==> src/acj_pkg.sv <==
`timescale 1ns / 1ps

package acj_pkg;

   // sizes
   localparam int FADE_MAX     = 4096;
   localparam int ADDR_BITS    = $clog2(FADE_MAX);
   localparam int COUNT_BITS   = ADDR_BITS + 1;
   localparam int FADE_BITS    = 13;
   localparam int SAMPLE_BITS  = 16;
   localparam int POS_BITS     = 24;
   localparam int WEIGHT_FRAC  = 15;
   localparam int WEIGHT_BITS  = WEIGHT_FRAC + 2;
   localparam int Q_BITS       = WEIGHT_FRAC + 1;
   localparam int PROD_BITS    = SAMPLE_BITS + WEIGHT_BITS;
   localparam int DIV_STEPS    = Q_BITS;
   localparam int DIV_CNT_BITS = $clog2(DIV_STEPS + 1);

   localparam logic [FADE_BITS-1:0]   FADE_RESET = FADE_BITS'(1024);
   localparam logic [WEIGHT_BITS-1:0] WEIGHT_ONE = WEIGHT_BITS'(1) << WEIGHT_FRAC;
   localparam logic [POS_BITS-1:0]    POS_MAX    = '1;

   // item opcodes
   localparam logic OP_PUSH = 1'b0;
   localparam logic OP_TICK = 1'b1;

   // stream modes
   localparam logic [1:0] MODE_NORMAL = 2'd0;
   localparam logic [1:0] MODE_GAP    = 2'd1;
   localparam logic [1:0] MODE_DRAIN  = 2'd2;

   typedef struct packed {
      logic load;
      logic start_div;
      logic mul;
      logic commit;
   } acj_cmd_type;

   typedef struct packed {
      logic need_div;
      logic div_busy;
      logic commit_ok;
   } acj_status_type;

endpackage

==> src/acj_ctrl.sv <==
`timescale 1ns / 1ps

module acj_ctrl import acj_pkg::*; (
   input  logic           clock,
   input  logic           reset,
   input  logic           req_valid,
   output logic           req_stall,
   output logic           csr_ready,
   input  acj_status_type status,
   output acj_cmd_type    cmd
);

   localparam logic [2:0] ST_IDLE     = 3'd0;
   localparam logic [2:0] ST_DECODE   = 3'd1;
   localparam logic [2:0] ST_DIVIDE   = 3'd2;
   localparam logic [2:0] ST_MULTIPLY = 3'd3;
   localparam logic [2:0] ST_COMMIT   = 3'd4;

   logic [2:0] state_ff, state_in;

   always_comb begin
      state_in = state_ff;
      cmd      = '0;
      unique case (state_ff)
         ST_IDLE: begin
            if (req_valid) begin
               cmd.load = 1'b1;
               state_in = ST_DECODE;
            end
         end
         ST_DECODE: begin
            if (status.need_div) begin
               cmd.start_div = 1'b1;
               state_in      = ST_DIVIDE;
            end else begin
               state_in = ST_MULTIPLY;
            end
         end
         ST_DIVIDE: begin
            if (!status.div_busy) begin
               state_in = ST_MULTIPLY;
            end
         end
         ST_MULTIPLY: begin
            cmd.mul  = 1'b1;
            state_in = ST_COMMIT;
         end
         ST_COMMIT: begin
            if (status.commit_ok) begin
               cmd.commit = 1'b1;
               state_in   = ST_IDLE;
            end
         end
         default: begin
            state_in = ST_IDLE;
         end
      endcase
   end

   always_ff @(posedge clock) begin
      if (reset) begin
         state_ff <= ST_IDLE;
      end else begin
         state_ff <= state_in;
      end
   end

   assign req_stall = state_ff != ST_IDLE;
   assign csr_ready = state_ff == ST_IDLE;

endmodule

==> config.mk <==
export PLATFORM = sky130hd
export DESIGN_NAME = acj_ctrl
export DESIGN_NICKNAME = d
export VERILOG_FILES = /design/src/acj_pkg.sv /design/src/acj_ctrl.sv
export SDC_FILE = /design/constraint.sdc
export NUM_CORES = 1
export LEC_CHECK = 0
export BUFFER_PORTS_ARGS = -buffer_cell sky130_fd_sc_hd__buf_2
export CAP_MARGIN = 15
export CORE_AREA = 3 3 40 42
export CTS_CLUSTER_SIZE = 12
export DETAILED_ROUTE_END_ITERATION = 12
export DIE_AREA = 0 0 43 45
export PLACE_DENSITY = 0.34
export SYNTH_ARGS = -nofsm -noshare
export SYNTH_HDL_FRONTEND = slang
export SYNTH_SLANG_ARGS = --single-unit
==> constraint.sdc <==
create_clock -name clock -period 1.23 [get_ports clock]
set_clock_uncertainty 0.1 [all_clocks]
set_input_delay 0.0615 -clock clock [delete_from_list [all_inputs] [get_ports clock]]
set_output_delay 0.0615 -clock clock [all_outputs]
set_load 0.03 [all_outputs]
======== After elaboration in Yosys (flattened, before gate mapping) ========
Cells that the tools add are included.
operators by class
  eq/ne operators ......................... 7
  muxes and demuxes ....................... 12
  reductions and logical operators ........ 3
operator list
  kind                number
  $pmux 3 s5          1
  $mux 3              3
  $mux 1              8
  $eq 3x2->1 const B  2
  $ne 2x2->1 const B  3
  $eq 3x1->1 const B  1
  $eq 3x3->1 const B  1
  $logic_not 3->1     1
  $reduce_and 3->1    1
  $reduce_bool 3->1   1
storage, ports and cells
  output and inout port bits .............. 6
  flip-flop bits (word level) ............. 3
  input port bits ......................... 6
  word-level logic and storage cells ...... 23

======== Logic depth before layout (Yosys ltp) ========
  depth in word-level cells ............... 3
  gate-level depth with buffers ........... 4
  mapped depth without buffers ............ 3

======== Least setup slack after synthesis ========
Ideal clock, no wire load.
  path kind ............................... reg2out
  from .................................... register state_ff[1]
  to ...................................... output cmd[3] (netlist name)
  arrival time ............................ 1,312 ps
  buffers on the path ..................... 1
  cell stages (with the launch flop) ...... 5
  path slack .............................. -243 ps
  required time ........................... 1,069 ps
  path through ............................ dfxtp_1 -> buf_6 -> or3_4 -> inv_2 -> and2_1
RTL lines
  what                    line            RTL
  start, declared         acj_ctrl.sv:19  logic [2:0] state_ff, state_in;
  start signal, assigned  acj_ctrl.sv:64  state_ff <= state_in;
  end, declared           acj_ctrl.sv:10  output acj_cmd_type cmd

==> flow_summary.json <==
{
  "regMostFlops": "state_ff",
  "hpwl_microns": 371,
  "pwr-share-comb_pct": 54.6,
  "crit_family": "simple AND/OR/NAND/NOR gates",
  "netlist_top_cells_area": "dfxtp_1, and4bb_2, nor2b_1, buf_6, or3_4",
  "startpoint": "state_ff[0]",
  "clock-root-buffer": "clkbuf_4",
  "grt.total_usage_pct": 7.57,
  "cp_max_fo": 2,
  "die_y_microns": 45,
  "vdd_drop_max_v": 0.000524,
  "grt_util_met3_pct": 6.77,
  "wl_microns": 589,
  "switching_share_pct": 39.8,
  "crit_path_start_kind": "register",
  "grt-ovfl-total": 0,
  "coreArea_sq_um": 1280,
  "critPathArrivalTime_ns": 1.24,
  "report.final.slew_viol_count": 0,
  "seqPwrFrac_pct": 19.3,
  "firstDrtPassIters": 4,
  "setup_violations": 4,
  "relSlewSlack_pct": 81.5,
  "p_sw_mw": 0.272,
  "hp-class": "input pin to register",
  "ioPinCount": 12,
  "busiest_layer": "met2",
  "cts.sinks": 3,
  "gp_congestion": 0.651,
  "dieArea_sq_um": 1940,
  "drive_gt1_share_pct": 74.4,
  "syn_area_sq_um": 193,
  "grt_setup_unrepaired": "yes",
  "grt_max_degree": 9,
  "reg_top3": "state_ff (3)",
  "clk_pin_slew_ns": 0.04,
  "violations": "setup timing",
  "worst_slew_pin_slew_ns": 0.274,
  "drcViolationCount": 0,
  "power_mw": 0.683,
  "cts_tree": "yes",
  "crit_type": "register to primary output",
  "synth_seq_cells": 3,
  "cp.buffers_inverters": 2,
  "largest_reg_flops": 3,
  "fp-row-count": 13,
  "max_cap_viol_count": 0,
  "synth-main-ff-cell": "dfxtp_1",
  "syn_nets": 27,
  "yosysUniqueCellTypes": 17,
  "num_vias": 222,
  "yosysWarnings": 0,
  "cellPowerDensity_nw_per_um2": 1830,
  "reg2reg_from": "state_ff[0]",
  "cpPeakStageDelay_ns": 0.40,
  "min_from": "status[1]",
  "layout.nets": 46,
  "initial_core_util_pct": 15.0,
  "clkPwrFrac_pct": 26.1,
  "n_antenna_cell": 0,
  "synth-async-reset-ratio_pct": 0,
  "setup_slack_ns": -0.176,
  "area_delta_synth_final_pct": 94.2,
  "vias_per_cell": 4.11,
  "synth_seq_area_share_pct": 31.2,
  "grt_pass1_vias": 221,
  "grt_pass1_wl_microns": 945,
  "max_freq_mhz": 711,
  "grt_use_met1_pct": 7.45,
  "status": "finished with violations",
  "htreeDepth": 1,
  "yosysTopAreaCell": "dfxtp_1",
  "synth_edf_count": 0,
  "synth_common_cells": "dfxtp_1, nor2b_1, nor3_1",
  "ant_nets": 0,
  "grt_antenna_before_repair": 0,
  "utilization_pct": 29.1,
  "wl_per_cell_microns": 10.9,
  "cp_slowest_cell": "or3_4",
  "power.leakage_nw": 0.164,
  "synth_cells": 21,
  "cts_buffers": 3,
  "dr.first_iter.drc_count": 5,
  "internal_power_mw": 0.412,
  "reg2reg_slack_ns": 0.09,
  "synth.most_common_cell": "dfxtp_1",
  "insertion_delay_ns": 0.24,
  "fin_crit_ns": 1.41,
  "required_ns": 1.07,
  "portBuffers": 11,
  "fin_crit_sh_pct": 114,
  "clock_path_buffers": 2,
  "yosys.area.top_type_share_pct": 31.2,
  "finalHoldViolCount": 0,
  "worstPathCellList": "or3_4, clkinv_4, and2_4, buf_6",
  "critPathCaptureType": "primary output",
  "synth.avg_cell_area_sq_um": 9.18,
  "dieWidth_microns": 43,
  "grt_use_met2_pct": 9.28
}
## area by class of cell
type,count,area [sq um]
repair buffers,16,128
multi-input cells,15,129
flip-flops and latches,3,63.8
clock buffers,4,26.3
well taps,15,18.8
fillers,140,911
inverters,1,8.76
## cell usage in the layout (no fill, tap or decap), types with 2 or more instances in the layout
cell / instances
buf_2: 7
buf_4: 2
buf_6: 6
clkbuf_4: 3
dfxtp_2: 3
nor2b_1: 2
## final timing paths
path | end | depth (start not counted)
worst max-delay path | cmd[3] | 4
worst min-delay path | state_ff[0] | 3
worst max register to register | state_ff[0] | 3
worst min register to register | state_ff[1] | 2
## metal layers
metal	share of wire [%]	wire length (microns)	vias to the layer above
met5	0	0	-
met4	0	0	0
met3	7.5	44	0
met2	51	302	8
met1	41	242	105
li1	-	-	109
## through the flow
stage,setup WS [ns],hold slack (ns),std cells,TNS [ns],instance area [sq um]
4_1_cts,-0.189,0.0191,53,-0.446,347
3_5_place_dp,0.0166,0.159,48,0,280
5_1_grt,-0.226,0.0402,54,-0.656,374
2_1_floorplan,-0.0858,0.0381,21,-0.129,206
3_3_place_gp,0.0190,0.162,48,0,280
6_report,-0.176,0.0214,54,-0.382,374
## worst register-to-register path, stage by stage, from the launching register on
cell     delay, ns
dfxtp_2       0.31
buf_4         0.16
nor2b_1       0.13
o311a_1       0.32
## power groups by stage
stage / Clock, mW / Sequential [mW] / Combinational, mW
after floorplan: 0 / 0.127 / 0.261
after global placement: 0 / 0.128 / 0.319
after detailed placement: 0 / 0.128 / 0.319
after CTS: 0.183 / 0.128 / 0.357
after global routing: 0.206 / 0.135 / 0.398
final: 0.178 / 0.132 / 0.373
## what timing repair did
action                                  in CTS  in global routing
hold buffers                                 1                  0
resized for setup                            9                  8
hold endpoints to repair                     1                  0
endpoints found under the setup margin       6                  6
buffers inserted                             0                  1
pin swaps                                    1                  3
## kinds of logic after synthesis
family                    synth area share [%]
and+or+nand+nor                           40.9
AOI/OAI and AO/OA                         13.0
DFF                                       31.2
buffers and inverters                     10.4
xor gates and xnor gates                  4.55
Power figures use the tool's default switching activity.
